$ cat src/rtl/coal_pkg.sv
`default_nettype none

package coal_pkg;

	// Event types on the input side
	localparam logic [15:0] MODE_SYNC = 16'h0000;
	localparam logic [15:0] MODE_KEY  = 16'h0001;
	localparam logic [15:0] MODE_REL  = 16'h0002;
	localparam logic [15:0] MODE_ABS  = 16'h0003;

	// Axis codes
	localparam logic [15:0] CODE_X     = 16'h0000;
	localparam logic [15:0] CODE_Y     = 16'h0001;
	localparam logic [15:0] CODE_WHEEL = 16'h0008;

	// Gear keys get a fake press ahead of their release
	localparam logic [15:0] KEY_GEAR_DOWN = 16'h0150;
	localparam logic [15:0] KEY_GEAR_UP   = 16'h0151;

	// Result kinds
	localparam logic [2:0] KIND_REL     = 3'd0;
	localparam logic [2:0] KIND_ABS     = 3'd1;
	localparam logic [2:0] KIND_WHEEL   = 3'd2;
	localparam logic [2:0] KIND_PRESS   = 3'd3;
	localparam logic [2:0] KIND_RELEASE = 3'd4;

	// Configuration register indexes
	localparam int unsigned CFG_IDX_W = 2;
	localparam logic [CFG_IDX_W-1:0] CFG_ABS_WIDTH    = 2'd0;
	localparam logic [CFG_IDX_W-1:0] CFG_ABS_HEIGHT   = 2'd1;
	localparam logic [CFG_IDX_W-1:0] CFG_X_FULL_SCALE = 2'd2;
	localparam logic [CFG_IDX_W-1:0] CFG_Y_FULL_SCALE = 2'd3;

	// Command queue between front and back
	localparam int unsigned QUEUE_DEPTH = 2;

	// Quotient bits produced by the serial divider (size is 16 bits wide)
	localparam int unsigned DIV_STEPS = 16;
	localparam int unsigned DIV_CNT_W = $clog2(DIV_STEPS);

	typedef enum logic [2:0] {
		OP_SYNC,
		OP_KEY,
		OP_REL_X,
		OP_REL_Y,
		OP_WHEEL,
		OP_ABS_X,
		OP_ABS_Y,
		OP_NONE
	} cmd_op_t;

	typedef struct packed {
		cmd_op_t     op;
		logic [15:0] code;
		logic [31:0] value;
	} cmd_t;

	typedef struct packed {
		logic [2:0]  kind;
		logic [31:0] x;
		logic [31:0] y;
		logic [15:0] key;
	} res_t;

	typedef struct packed {
		logic        valid;
		logic [15:0] size;
		logic [31:0] raw;
		logic [31:0] full;
	} div_req_t;

	typedef struct packed {
		logic        done;
		logic [15:0] value;
	} div_rsp_t;

	typedef enum logic [1:0] {
		BK_IDLE,
		BK_WAIT,
		BK_EMIT
	} back_state_t;

	typedef enum logic [2:0] {
		DIV_IDLE,
		DIV_MUL,
		DIV_CHK,
		DIV_RUN,
		DIV_FIN
	} div_state_t;

endpackage

`default_nettype wire

$ cat src/rtl/coal_front.sv
`default_nettype none

module coal_front #(
	parameter int unsigned DEPTH = coal_pkg::QUEUE_DEPTH
) (
	input  logic           clk,
	input  logic           arst_n,
	input  logic           in_valid,
	output logic           in_ready,
	input  logic [15:0]    mode,
	input  logic [15:0]    event_code,
	input  logic [31:0]    event_value,
	output coal_pkg::cmd_t cmd,
	output logic           cmd_valid,
	input  logic           cmd_ready
);
	import coal_pkg::*;

	localparam int unsigned PTR_W = $clog2(DEPTH);
	localparam int unsigned CNT_W = $clog2(DEPTH + 1);

	cmd_t             queue_q [DEPTH];
	logic [PTR_W-1:0] wr_ptr_q;
	logic [PTR_W-1:0] rd_ptr_q;
	logic [CNT_W-1:0] count_q;
	cmd_op_t          op;
	logic             push;
	logic             pop;

	// Classify the incoming transaction
	always_comb begin
		unique case (mode)
			MODE_SYNC: op = OP_SYNC;
			MODE_KEY:  op = OP_KEY;
			MODE_REL: begin
				if (event_code == CODE_X)
					op = OP_REL_X;
				else if (event_code == CODE_Y)
					op = OP_REL_Y;
				else if (event_code == CODE_WHEEL)
					op = OP_WHEEL;
				else
					op = OP_NONE;
			end
			MODE_ABS: begin
				if (event_code == CODE_X)
					op = OP_ABS_X;
				else if (event_code == CODE_Y)
					op = OP_ABS_Y;
				else
					op = OP_NONE;
			end
			default: op = OP_NONE;
		endcase
	end

	assign in_ready  = (count_q != CNT_W'(DEPTH));
	assign cmd_valid = (count_q != '0);
	assign cmd       = queue_q[rd_ptr_q];

	// Drop events that change nothing; queue the rest
	assign push = in_valid && in_ready && (op != OP_NONE);
	assign pop  = cmd_valid && cmd_ready;

	always_ff @(posedge clk) begin
		if (push)
			queue_q[wr_ptr_q] <= '{op: op, code: event_code, value: event_value};
	end

	always_ff @(posedge clk or negedge arst_n) begin
		if (!arst_n) begin
			wr_ptr_q <= '0;
			rd_ptr_q <= '0;
			count_q  <= '0;
		end else begin
			if (push)
				wr_ptr_q <= (wr_ptr_q == PTR_W'(DEPTH - 1)) ? '0 : wr_ptr_q + 1'b1;
			if (pop)
				rd_ptr_q <= (rd_ptr_q == PTR_W'(DEPTH - 1)) ? '0 : rd_ptr_q + 1'b1;
			if (push && !pop)
				count_q <= count_q + 1'b1;
			else if (pop && !push)
				count_q <= count_q - 1'b1;
		end
	end

endmodule

`default_nettype wire

$ cat src/rtl/coal_div.sv
`default_nettype none

module coal_div (
	input  logic               clk,
	input  logic               arst_n,
	input  coal_pkg::div_req_t req,
	output coal_pkg::div_rsp_t rsp
);
	import coal_pkg::*;

	div_state_t           state_q;
	div_state_t           state_d;
	logic [15:0]          size_q;
	logic [31:0]          raw_q;
	logic [31:0]          full_q;
	logic [47:0]          prod_q;
	logic [31:0]          rem_q;
	logic [DIV_STEPS-1:0] lo_q;
	logic [DIV_STEPS-1:0] quo_q;
	logic [DIV_CNT_W-1:0] cnt_q;
	logic                 done_q;
	logic [15:0]          value_q;
	logic [32:0]          trial;
	logic [32:0]          diff;
	logic                 ge;
	logic                 over;

	// One restoring step: shift in the next dividend bit, subtract if it fits
	assign trial = {rem_q, lo_q[DIV_STEPS-1]};
	assign diff  = trial - {1'b0, full_q};
	assign ge    = (trial >= {1'b0, full_q});

	// Quotient of 2^16 or more always saturates; covers a zero divisor too
	assign over = (prod_q[47:16] >= full_q);

	always_comb begin
		state_d = state_q;
		unique case (state_q)
			DIV_IDLE: if (req.valid) state_d = DIV_MUL;
			DIV_MUL:  state_d = DIV_CHK;
			DIV_CHK:  state_d = over ? DIV_IDLE : DIV_RUN;
			DIV_RUN:  if (cnt_q == DIV_CNT_W'(DIV_STEPS - 1)) state_d = DIV_FIN;
			DIV_FIN:  state_d = DIV_IDLE;
			default:  state_d = DIV_IDLE;
		endcase
	end

	always_ff @(posedge clk or negedge arst_n) begin
		if (!arst_n) begin
			state_q <= DIV_IDLE;
			done_q  <= 1'b0;
		end else begin
			state_q <= state_d;
			done_q  <= ((state_q == DIV_CHK) && over) || (state_q == DIV_FIN);
		end
	end

	// Operand capture, product, and the serial quotient
	always_ff @(posedge clk) begin
		unique case (state_q)
			DIV_IDLE: begin
				if (req.valid) begin
					size_q <= req.size;
					raw_q  <= req.raw;
					full_q <= req.full;
				end
			end
			DIV_MUL: prod_q <= size_q * raw_q;
			DIV_CHK: begin
				rem_q   <= prod_q[47:16];
				lo_q    <= prod_q[DIV_STEPS-1:0];
				quo_q   <= '0;
				cnt_q   <= '0;
				value_q <= size_q;
			end
			DIV_RUN: begin
				rem_q <= ge ? diff[31:0] : trial[31:0];
				lo_q  <= {lo_q[DIV_STEPS-2:0], 1'b0};
				quo_q <= {quo_q[DIV_STEPS-2:0], ge};
				cnt_q <= cnt_q + 1'b1;
			end
			DIV_FIN: value_q <= (quo_q > size_q) ? size_q : quo_q;
			default: ;
		endcase
	end

	assign rsp = '{done: done_q, value: value_q};

endmodule

`default_nettype wire

$ cat src/rtl/coal_back.sv
`default_nettype none

module coal_back (
	input  logic                              clk,
	input  logic                              arst_n,
	input  logic                              cfg_we,
	input  logic [coal_pkg::CFG_IDX_W-1:0]    cfg_index,
	input  logic [31:0]                       cfg_data,
	input  coal_pkg::cmd_t                    cmd,
	input  logic                              cmd_valid,
	output logic                              cmd_ready,
	output coal_pkg::div_req_t                div_req,
	input  coal_pkg::div_rsp_t                div_rsp,
	output logic                              out_valid,
	input  logic                              out_ready,
	output logic [2:0]                        kind,
	output logic signed [31:0]                coord_x,
	output logic signed [31:0]                coord_y,
	output logic [15:0]                       key_code,
	output logic                              last
);
	import coal_pkg::*;

	back_state_t state_q;
	back_state_t state_d;

	logic [15:0] abs_width_q;
	logic [15:0] abs_height_q;
	logic [31:0] x_full_scale_q;
	logic [31:0] y_full_scale_q;

	logic [31:0] rel_x_q;
	logic [31:0] rel_y_q;
	logic [31:0] abs_x_q;
	logic [31:0] abs_y_q;
	logic        prev_key_valid_q;
	logic [15:0] prev_key_code_q;
	logic [31:0] prev_key_value_q;

	logic        axis_y_q;
	res_t        res0_q;
	res_t        res1_q;
	logic [1:0]  rem_cnt_q;
	logic        out_valid_q;
	res_t        out_res_q;
	logic        out_last_q;

	logic        pop;
	logic        out_load;
	res_t        r0;
	res_t        r1;
	logic [1:0]  nres;
	logic        rel_pend;
	logic        abs_pend;
	logic        key_dup;
	logic        gear;
	res_t        rel_r;
	res_t        abs_r;
	res_t        press_r;
	res_t        release_r;

	assign pop      = cmd_valid && cmd_ready;
	assign out_load = !out_valid_q || out_ready;

	// Build the results a popped command causes
	always_comb begin
		rel_pend  = (rel_x_q != '0) || (rel_y_q != '0);
		abs_pend  = !abs_x_q[31] || !abs_y_q[31];
		key_dup   = prev_key_valid_q && (prev_key_code_q == cmd.code) &&
			(prev_key_value_q == cmd.value);
		gear      = ((cmd.code == KEY_GEAR_UP) || (cmd.code == KEY_GEAR_DOWN)) &&
			(cmd.value == '0);
		rel_r     = '{kind: KIND_REL, x: rel_x_q, y: rel_y_q, key: '0};
		abs_r     = '{kind: KIND_ABS, x: abs_x_q, y: abs_y_q, key: '0};
		press_r   = '{kind: KIND_PRESS, x: '0, y: '0, key: cmd.code};
		release_r = '{kind: KIND_RELEASE, x: '0, y: '0, key: cmd.code};
		r0   = rel_r;
		r1   = abs_r;
		nres = 2'd0;
		unique case (cmd.op)
			OP_SYNC: begin
				if (rel_pend) begin
					r0   = rel_r;
					r1   = abs_r;
					nres = abs_pend ? 2'd2 : 2'd1;
				end else begin
					r0   = abs_r;
					nres = abs_pend ? 2'd1 : 2'd0;
				end
			end
			OP_WHEEL: begin
				r0   = '{kind: KIND_WHEEL, x: '0, y: cmd.value, key: '0};
				nres = 2'd1;
			end
			OP_KEY: begin
				priority if (key_dup) begin
					nres = 2'd0;
				end else if (gear) begin
					r0   = press_r;
					r1   = release_r;
					nres = 2'd2;
				end else if (cmd.value == 32'd0) begin
					r0   = release_r;
					nres = 2'd1;
				end else if (cmd.value == 32'd1) begin
					r0   = press_r;
					nres = 2'd1;
				end else begin
					nres = 2'd0;
				end
			end
			default: nres = 2'd0;
		endcase
	end

	// Hand absolute values to the divider
	always_comb begin
		div_req.valid = pop && ((cmd.op == OP_ABS_X) || (cmd.op == OP_ABS_Y));
		div_req.raw   = cmd.value;
		div_req.size  = (cmd.op == OP_ABS_Y) ? abs_height_q : abs_width_q;
		div_req.full  = (cmd.op == OP_ABS_Y) ? y_full_scale_q : x_full_scale_q;
	end

	// Next state
	always_comb begin
		state_d   = state_q;
		cmd_ready = 1'b0;
		unique case (state_q)
			BK_IDLE: begin
				cmd_ready = 1'b1;
				if (cmd_valid) begin
					if ((cmd.op == OP_ABS_X) || (cmd.op == OP_ABS_Y))
						state_d = BK_WAIT;
					else if (nres != 2'd0)
						state_d = BK_EMIT;
				end
			end
			BK_WAIT: if (div_rsp.done) state_d = BK_IDLE;
			BK_EMIT: if (out_load && (rem_cnt_q == 2'd1)) state_d = BK_IDLE;
			default: state_d = BK_IDLE;
		endcase
	end

	always_ff @(posedge clk or negedge arst_n) begin
		if (!arst_n)
			state_q <= BK_IDLE;
		else
			state_q <= state_d;
	end

	// Configuration, held event state and the output register valid
	always_ff @(posedge clk or negedge arst_n) begin
		if (!arst_n) begin
			abs_width_q      <= 16'hFFFF;
			abs_height_q     <= 16'hFFFF;
			x_full_scale_q   <= 32'd65535;
			y_full_scale_q   <= 32'd65535;
			rel_x_q          <= '0;
			rel_y_q          <= '0;
			abs_x_q          <= '1;
			abs_y_q          <= '1;
			prev_key_valid_q <= 1'b0;
			prev_key_code_q  <= '0;
			prev_key_value_q <= '0;
			rem_cnt_q        <= '0;
			out_valid_q      <= 1'b0;
		end else begin
			if (cfg_we) begin
				unique case (cfg_index)
					CFG_ABS_WIDTH:    abs_width_q    <= cfg_data[15:0];
					CFG_ABS_HEIGHT:   abs_height_q   <= cfg_data[15:0];
					CFG_X_FULL_SCALE: x_full_scale_q <= cfg_data;
					CFG_Y_FULL_SCALE: y_full_scale_q <= cfg_data;
				endcase
			end

			if (pop) begin
				rem_cnt_q <= nres;
				unique case (cmd.op)
					OP_SYNC: begin
						rel_x_q <= '0;
						rel_y_q <= '0;
						if (abs_pend) begin
							abs_x_q <= '1;
							abs_y_q <= '1;
						end
					end
					OP_REL_X: rel_x_q <= cmd.value;
					OP_REL_Y: rel_y_q <= cmd.value;
					OP_KEY: begin
						if (!key_dup) begin
							prev_key_valid_q <= 1'b1;
							prev_key_code_q  <= cmd.code;
							prev_key_value_q <= cmd.value;
						end
					end
					default: ;
				endcase
			end

			// Store the scaled axis and raise the other one to at least zero
			if ((state_q == BK_WAIT) && div_rsp.done) begin
				if (axis_y_q) begin
					abs_y_q <= {16'd0, div_rsp.value};
					if (abs_x_q[31])
						abs_x_q <= '0;
				end else begin
					abs_x_q <= {16'd0, div_rsp.value};
					if (abs_y_q[31])
						abs_y_q <= '0;
				end
			end

			if ((state_q == BK_EMIT) && out_load) begin
				rem_cnt_q   <= rem_cnt_q - 1'b1;
				out_valid_q <= 1'b1;
			end else if (out_ready) begin
				out_valid_q <= 1'b0;
			end
		end
	end

	// Result slots and output payload
	always_ff @(posedge clk) begin
		if (pop) begin
			res0_q   <= r0;
			res1_q   <= r1;
			axis_y_q <= (cmd.op == OP_ABS_Y);
		end
		if ((state_q == BK_EMIT) && out_load) begin
			out_res_q  <= res0_q;
			out_last_q <= (rem_cnt_q == 2'd1);
			res0_q     <= res1_q;
		end
	end

	assign out_valid = out_valid_q;
	assign kind      = out_res_q.kind;
	assign coord_x   = out_res_q.x;
	assign coord_y   = out_res_q.y;
	assign key_code  = out_res_q.key;
	assign last      = out_last_q;

endmodule

`default_nettype wire

$ cat src/rtl/input_event_coalescer.sv
`default_nettype none

// Input event coalescer: takes (mode, event_code, event_value) events and
// delivers translated pointer, wheel and key results, at most two per event,
// with last marking the final one. A front end classifies each event and
// queues it (QUEUE_DEPTH entries); unknown events are accepted and dropped
// there. The back end runs one queued command at a time: relative, sync, wheel
// and key commands are decoded when popped, and each result is then delivered
// through the output register. An absolute X or Y event is scaled by a multiply
// and a 16-step radix-2 divider, which the back end waits for. Results sit in an
// output register, so the front keeps filling the queue while a result waits.
// Configuration writes are taken in any cycle but are meant for idle periods.
module input_event_coalescer #(
	parameter int unsigned QUEUE_DEPTH = coal_pkg::QUEUE_DEPTH
) (
	input  logic                           clk,
	input  logic                           arst_n,
	input  logic                           cfg_we,
	input  logic [coal_pkg::CFG_IDX_W-1:0] cfg_index,
	input  logic [31:0]                    cfg_data,
	input  logic                           in_valid,
	output logic                           in_ready,
	input  logic [15:0]                    mode,
	input  logic [15:0]                    event_code,
	input  logic [31:0]                    event_value,
	output logic                           out_valid,
	input  logic                           out_ready,
	output logic [2:0]                     kind,
	output logic signed [31:0]             coord_x,
	output logic signed [31:0]             coord_y,
	output logic [15:0]                    key_code,
	output logic                           last
);
	import coal_pkg::*;

	cmd_t     cmd;
	logic     cmd_valid;
	logic     cmd_ready;
	div_req_t div_req;
	div_rsp_t div_rsp;

	coal_front #(
		.DEPTH(QUEUE_DEPTH)
	) u_front (
		.clk        (clk),
		.arst_n     (arst_n),
		.in_valid   (in_valid),
		.in_ready   (in_ready),
		.mode       (mode),
		.event_code (event_code),
		.event_value(event_value),
		.cmd        (cmd),
		.cmd_valid  (cmd_valid),
		.cmd_ready  (cmd_ready)
	);

	coal_div u_div (
		.clk   (clk),
		.arst_n(arst_n),
		.req   (div_req),
		.rsp   (div_rsp)
	);

	coal_back u_back (
		.clk      (clk),
		.arst_n   (arst_n),
		.cfg_we   (cfg_we),
		.cfg_index(cfg_index),
		.cfg_data (cfg_data),
		.cmd      (cmd),
		.cmd_valid(cmd_valid),
		.cmd_ready(cmd_ready),
		.div_req  (div_req),
		.div_rsp  (div_rsp),
		.out_valid(out_valid),
		.out_ready(out_ready),
		.kind     (kind),
		.coord_x  (coord_x),
		.coord_y  (coord_y),
		.key_code (key_code),
		.last     (last)
	);

`ifndef SYNTHESIS
	// Absolute results always carry both axes set
	a_abs_set: assert property (@(posedge clk) disable iff (!arst_n)
		(out_valid && (kind == KIND_ABS)) |-> (!coord_x[31] && !coord_y[31]))
		else $error("absolute result with an unset axis");

	// Relative motion is only reported when something moved
	a_rel_nonzero: assert property (@(posedge clk) disable iff (!arst_n)
		(out_valid && (kind == KIND_REL)) |-> ((coord_x != 0) || (coord_y != 0)))
		else $error("relative result with no motion");

	// Every absolute command starts the divider
	a_abs_div: assert property (@(posedge clk) disable iff (!arst_n)
		(cmd_valid && cmd_ready && ((cmd.op == OP_ABS_X) || (cmd.op == OP_ABS_Y)))
		|-> div_req.valid)
		else $error("absolute command popped without a divide");

	// The back end holds the queue while a divide is outstanding
	a_div_busy: assert property (@(posedge clk) disable iff (!arst_n)
		div_rsp.done |-> !cmd_ready)
		else $error("divide finished while the back end was not waiting");
`endif

endmodule

`default_nettype wire
$ cat config.mk
export PLATFORM = sky130hd
export DESIGN_NAME = input_event_coalescer
export DESIGN_NICKNAME = d
export VERILOG_FILES = /design/src/rtl/coal_pkg.sv /design/src/rtl/coal_front.sv /design/src/rtl/coal_div.sv /design/src/rtl/coal_back.sv /design/src/rtl/input_event_coalescer.sv
export SDC_FILE = /design/constraint.sdc
export NUM_CORES = 2
export LEC_CHECK = 0
export BUFFER_PORTS_ARGS = -buffer_cell sky130_fd_sc_hd__buf_4
export CORE_MARGIN = 3
export CORE_UTILIZATION = 50
export DETAILED_ROUTE_END_ITERATION = 7
export PLACE_DENSITY = 0.7
export SKIP_CTS_REPAIR_TIMING = 1
export SLEW_MARGIN = 20
export SYNTH_ARGS = -nofsm -noshare
export SYNTH_HDL_FRONTEND = slang
export SYNTH_SLANG_ARGS = --single-unit
$ cat constraint.sdc
create_clock -name clk -period 19.4 [get_ports clk]
set_input_delay 1.94 -clock clk [delete_from_list [all_inputs] [get_ports clk]]
set_output_delay 1.94 -clock clk [all_outputs]
set_load 0.005 [all_outputs]
== Word level (Yosys, flattened, before mapping) ==
Memories as Yosys holds them, arrays and structs flattened.
Index checks and enable logic that the tools add are counted.

* Flip-flop bits (word level): 749
* Memory bits (writable): 102
* Input bits: 103
* Output and inout port bits: 86
* Logic and storage cells: 215
* Memories: 1

* $add $sub $neg: 7
* $mul: 1
* Magnitude comparators: 3
* Eq/ne operators: 35
* Muxes and demuxes: 69
* Bitwise operators: 3
* Reductions and logical operators: 54

{| class="wikitable"
|+ Memories
! memory !! depth !! width !! read ports !! clocked after memory_dff !! wr ports !! line !! RTL
|-
| u_front.queue_q || 2 || 51 || 1 || 0 || 1 || coal_front.sv:22 || <nowiki>cmd_t queue_q [DEPTH];</nowiki>
|}

{| class="wikitable"
|+ Operator list
! cell !! number
|-
| $mux 83 || 6
|-
| $mux 32 || 14
|-
| $pmux 83 s3 || 1
|-
| $pmux 32 s2 || 3
|-
| $mux 80 || 2
|-
| $pmux 16 s2 || 3
|-
| $mux 82 || 1
|-
| $mux 81 || 1
|-
| $reduce_bool 32->1 || 2
|-
| $mul 16x32->48 || 1
|-
| $ge 33x32->1 || 1
|-
| $eq 16x1->1 const B || 2
|-
| $eq 16x2->1 const B || 2
|-
| $eq 16x9->1 const B || 2
|-
| $eq 32x1->1 const B || 1
|-
| $eq 32x32->1 || 1
|-
| $ge 32x32->1 || 1
|-
| $logic_not 16->1 || 2
|-
| $logic_not 32->1 || 1
|-
| $mux 16 || 2
|-
| $mux 2 || 16
|-
| $sub 32x32->32 || 1
|-
| $pmux 3 s4 || 2
|-
| $reduce_bool 2->1 || 9
|-
| 32 further kinds || 95
|}

== Longest topological paths before layout ==
An unclocked memory read counts as a cell.

* Depth after elaboration: 12
* Gate-level depth with buffers: 25
* Mapped depth without buffers: 23

== Cells and area by module ==
A second synthesis with hierarchy kept.

* Cells, all modules: 4909
* Area, all modules: 54332.1 µm²

{| class="wikitable"
|+ By module, submodules not included
! module !! times used !! cells an instance !! area each (µm²) !! sequential area each (µm²)
|-
| coal_div || 1 || 2730 || 26939.6 || 6466.2
|-
| coal_back || 1 || 1973 || 23338.6 || 14624.0
|-
| coal_front || 1 || 206 || 4053.9 || 3163.0
|}

== Worst setup path after synthesis ==
Ideal clock, no wire load.

* Path type: register to register
* Start: register u_back.state_q[0]
* End: register u_div.full_q[0] (enable)
* Library setup time: 717 ps
* Arrival: 10337 ps
* Data required time: 18683 ps
* Setup slack: 8346 ps
* Stages on the path, launching flop included: 6
* Buffers on the path: 0
* Clock period less this slack: 11054 ps
* Cell sequence: dfrtp_1 > nor2_1 > o21ai_1 > inv_1 > nand3_1 > nor4_1

* Cells in the longest elaborated chain, start to end: 5

{| class="wikitable"
|+ Ends and longest elaborated chain
! element !! line !! RTL
|-
| from (decl) || coal_back.sv:24 || <nowiki>back_state_t state_q;</nowiki>
|-
| from (signal assigned) || coal_back.sv:148 || <nowiki>state_q <= state_d;</nowiki>
|-
| $logic_not 2->1 || coal_back.sv:128 || <nowiki>unique case (state_q)</nowiki>
|-
| $mux 1 || coal_back.sv:128 ||
|-
| $logic_and 1x1->1 || coal_back.sv:62 || <nowiki>assign pop = cmd_valid && cmd_ready;</nowiki>
|-
| via u_back.pop || coal_back.sv:48 || <nowiki>logic pop;</nowiki>
|-
| $logic_and 1x1->1 || coal_back.sv:118 || <nowiki>div_req.valid = pop && ((cmd.op == OP_ABS_X) || (cmd.op == OP_ABS_Y));</nowiki>
|-
| $reduce_and 2->1 (no source line) || -- ||
|-
| to (signal assigned) || coal_div.sv:65 || <nowiki>full_q <= req.full;</nowiki>
|-
| to (decl) || coal_div.sv:15 || <nowiki>logic [31:0] full_q;</nowiki>
|}

The timed path passes the listed nets, and every way through them passes these cells.
A chain may end at the register's enable or synchronous reset.

== Final worst setup path ==
* Start: register u_div.raw_q[22]
* End: register u_div.prod_q[42] (data pin)

* Cells in the longest elaborated chain, start to end: 1

{| class="wikitable"
|+ Ends and longest elaborated chain
! element !! line !! RTL
|-
| from (decl) || coal_div.sv:14 || <nowiki>logic [31:0] raw_q;</nowiki>
|-
| from (signal assigned) || coal_div.sv:64 || <nowiki>raw_q <= req.raw;</nowiki>
|-
| $mul 16x32->48 || coal_div.sv:68 || <nowiki>DIV_MUL: prod_q <= size_q * raw_q;</nowiki>
|-
| to (signal assigned) || coal_div.sv:68 ||
|-
| to (decl) || coal_div.sv:16 || <nowiki>logic [47:0] prod_q;</nowiki>
|}

Every way passes these cells.

==> qor.txt <==
====================================================================================
Endpoint required time on the critical path                                 19.81 ns
Layout Skew                                                                0.0635 ns
Wire length reported by the detailed router                                131000 um
Crit Reg-Reg Startpoint                                                 u_div.raw_q[22]
Type of origin of the critical path                                         register
Setup crit end kind                                                         register
Proportion of synthesized flip-flops having asynchronous set or reset          33.6%
Via count of the first global-routing pass                                     36300
Clock Root Buffer                                                       sky130_fd_sc_hd__clkbuf_16
Delay contributed by the slowest stage of the critical path                  0.68 ns
Final setup vio count                                                              0
Reg2reg setup slack                                                         12.24 ns
Register bit count reported by yosys                                             850
Depth of the worst hold-timing path                                                0
Area of the multi-input gates                                             25600 um^2
Layout Nets                                                                     5521
Worst Hold Class                                                        register to register
Share of final-layout standard cells stronger than drive strength 1            15.7%
Share of the synthesized netlist area taken by xor and xnor gates              1.86%
Area growth from synthesis to layout                                           11.3%
Worst-path fanout max                                                             16
Run status                                                                 completed
Cell-by-cell listing of the critical path                               and2_1, fa_1, inv_1, fa_1, fa_1, inv_1, fa_1, fa_1, inv_1, fa_1, inv_1, ha_1, and4_1, and2_1, a221o_1, a211o_1, a21oi_1, o211ai_1, a31o_2, a221oi_1, xnor2_1
Number of flops mapped to enable cells by yosys                                  564
YS warnings                                                                        0
Most prevalent standard cell on the critical path                       sky130_fd_sc_hd__fa_1
Initial antenna violation count                                                    2
Period Utilization, post-route                                                 36.9%
Number of placed instances, taps included                                       6083
Rel. slew slack                                                                29.4%
Pins over their slew limit                                                         0
Critical path depth                                                               21
Pwr Density                                                              103 nW/um^2
Cell type group with the largest total delay on the critical path        adder cells
Final count of hold timing violations                                              0
Detailed placement HPWL                                                     92200 um
Clk Latency, worst-skew pair                                                 0.69 ns
Synth area leaders                                                      sky130_fd_sc_hd__edfxtp_1 32%, sky130_fd_sc_hd__fa_1 16%, sky130_fd_sc_hd__dfrtp_1 7.5%
Syn_area_per_cell                                                          11.3 um^2
Worst setup path startpoint                                             u_div.raw_q[22]
Gpl congestion                                                                 0.895
Non-Filler Instances                                                            6253
Yosys top cell by area                                                  sky130_fd_sc_hd__edfxtp_1
WS Path Type                                                            register to register
Mean routed wirelength per cell                                              20.9 um
RSZ-0062 raised after global routing                                              no
Worst path bufs/invs                                                               4
Wire length of the first global-routing pass                               206000 um
CP arrival                                                                   7.57 ns
Peak supply drop                                                         0.0000990 V
CTS tree                                                                         yes
H-tree level count                                                                 3
Endpoint of the worst register-to-register path                         u_div.prod_q[42]
Maximum number of pins on one net before global-route repair                     143
Share of the synthesized area in the top cell type                             32.2%
Path depth of the worst reg2reg path                                              21
Clk sinks                                                                        850
Multiplexer area fraction after synthesis                                      5.04%
DIE HEIGHT                                                                    330 um
Clock tree buffer depth                                                            3
Netlist cell types                                                                79
Placeable core area                                                      104000 um^2
Total routing resource utilization after global routing                        24.3%
Placement Cell Area                                                       55500 um^2
Residual overflow from global routing                                              0
Simple-gate area share of the yosys netlist                                    12.6%
Setup crit end                                                          u_div.prod_q[42]
Number of buffers inserted by port buffering                                     188
DRC                                                                                0
Complex-gate fraction of the synthesized area                                  7.95%
Most used flip-flop cell after synthesis                                sky130_fd_sc_hd__edfxtp_1
Leakage                                                                      24.7 nW
Starting utilization of the core area                                          50.6%
TNS Setup                                                                       0 ns
Adder-Cell Fraction of Synth Area                                              20.8%
Post-route cell area                                                      58600 um^2
Main combinational cell family by area after synthesis                   adder cells
CTS clock-pin slew for the worst setup and hold paths                        0.06 ns
DRT antenna net count                                                              0
Number of instances in the synthesized netlist                                  4654
Filler instances                                                                8784
Register area                                                             24300 um^2
Cell type of the slowest stage on the worst timing path                 sky130_fd_sc_hd__edfxtp_1
Die Area                                                                 109000 um^2
Pre-Repair DR Iteration Count                                                      7
Slew at the pin closest to its max-slew limit                                1.04 ns
Minimum period implied by the final worst setup slack                        7.16 ns
Via density per instance                                                        5.69
Number of buffers created by CTS                                                  90
Die width                                                                     330 um
Row cnt                                                                          118
Peak clock frequency supported by timing                                   0.140 GHz
I/O Pins                                                                         189
Fraction of the yosys area taken by sequential cells                           46.1%
Cell area after synthesis                                                 52600 um^2
Number of DRC markers after the initial detailed-route iteration                3007
Count of max-cap constraint violations                                             0
Total vias in the final route                                                  35600
====================================================================================
## per-stage QoR
stage	hold WS, ns	util, %	worst slack [ns]	total power [mW]
global placement	0.401	53.4	12.40	4.29
global route	0.415	56.3	11.89	6.36
CTS	0.412	56.3	12.32	6.08
finish	0.415	56.3	12.24	6.06
detailed placement	0.405	53.4	12.36	4.32
floorplan	0.400	-	8.35	3.79
## kinds of logic (layout without fill, tap and decap cells)
group | after synthesis | after routing
mux | 234 | 234
compound gates | 671 | 671
buf+inv | 757 | 964
flops | 850 | 850
fa+ha+maj | 623 | 623
other cells | 1 | 13
xor+xnor | 112 | 112
simple gates | 1406 | 1406
## cells in the mapped netlist, drive strengths merged (21+ instances only)
cell	instances
and2	226
xor2	36
nor4	48
o21ai	170
nand4	34
clkbuf	188
o31ai	63
a21o	40
xnor2	76
mux2i	54
nand3	58
a21oi	210
nor2b	73
a211oi	32
nand2	626
inv	533
nor3	44
dfrtp	158
mux2	180
edfxtp	564
buf	34
o21a	41
ha	204
dfstp	128
nor2	216
a221oi	21
fa	419
and3	23
## final cells by class
class	instances	share of cell area [%]
Antenna cell	1	0.00427
Clock buffer	123	4.37
Clock inverter	46	0.799
Inverter	535	3.44
Multi-Input combinational cell	3058	43.6
Sequential cell	850	41.4
Tap cell	1380	2.95
Timing Repair Buffer	260	3.37
## metal layers
metal	vias to the layer above	part of all wire [%]	track usage [%]
met3	258	8.5	4.37
li1	15900	-	-
met2	1454	46	37.9
met5	-	0.0099	0
met4	2	3.2	8.76
met1	17900	42	34.3
## how the worst min path moves through the flow
stage / start / endpoint / slack, ns
2_1_floorplan: u_back.res0_q[48] / u_back.coord_x[0] / 0.40
3_3_place_gp: u_back.res0_q[10] / u_back.key_code[10] / 0.40
3_5_place_dp: u_back.res0_q[78] / u_back.coord_x[30] / 0.40
4_1_cts: u_back.res0_q[7] / u_back.key_code[7] / 0.41
5_1_grt: u_back.res0_q[52] / u_back.coord_x[4] / 0.42
6_report: u_back.res0_q[7] / u_back.key_code[7] / 0.42
## layout by cell type, fill, tap and decap left out, drive strengths merged, types with 8 or more instances in the layout
cell    instances
buf           260
o21ai         170
o21bai          9
conb           12
nand4          34
a221oi         21
xnor2          76
edfxtp        564
a221o           9
inv           537
nand2         626
ha            204
clkinv         38
o211ai         10
clkbuf        123
a22o            9
nor4           48
nor3           44
dfstp         128
a31oi          15
o21a           41
nand3          58
or2             8
and2          226
dfrtp         158
xor2           36
fa            419
nor2b          73
a211oi         32
a21oi         210
nand2b         20
and3           23
nor2          216
mux2i          54
a21o           40
o31ai          63
mux2          180
## sequential cells by signal, indices dropped and copies added (netlist names), 32 cells and up
signal                   cells
u_back.y_full_scale_q       32
u_div.full_q                32
u_back.x_full_scale_q       32
u_div.prod_q                48
u_back.rel_y_q              32
u_back.coord_x              32
u_back.coord_y              32
u_back.res1_q               82
u_back.prev_key_value_q     32
u_back.abs_x_q              32
u_front.queue_q            102
u_back.abs_y_q              32
u_back.res0_q               83
u_back.rel_x_q              32
u_div.rem_q                 32
u_div.raw_q                 32
## where the power goes
part	internal, mW	total (mW)	leakage (nW)	switching (mW)
Sequential	2.59	2.79	8.69	0.207
Clock	1.01	1.74	1.49	0.735
Combinational	0.541	1.52	14.5	0.976
Total	4.14	6.06	24.7	1.92
Power figures use the tool's default switching activity.
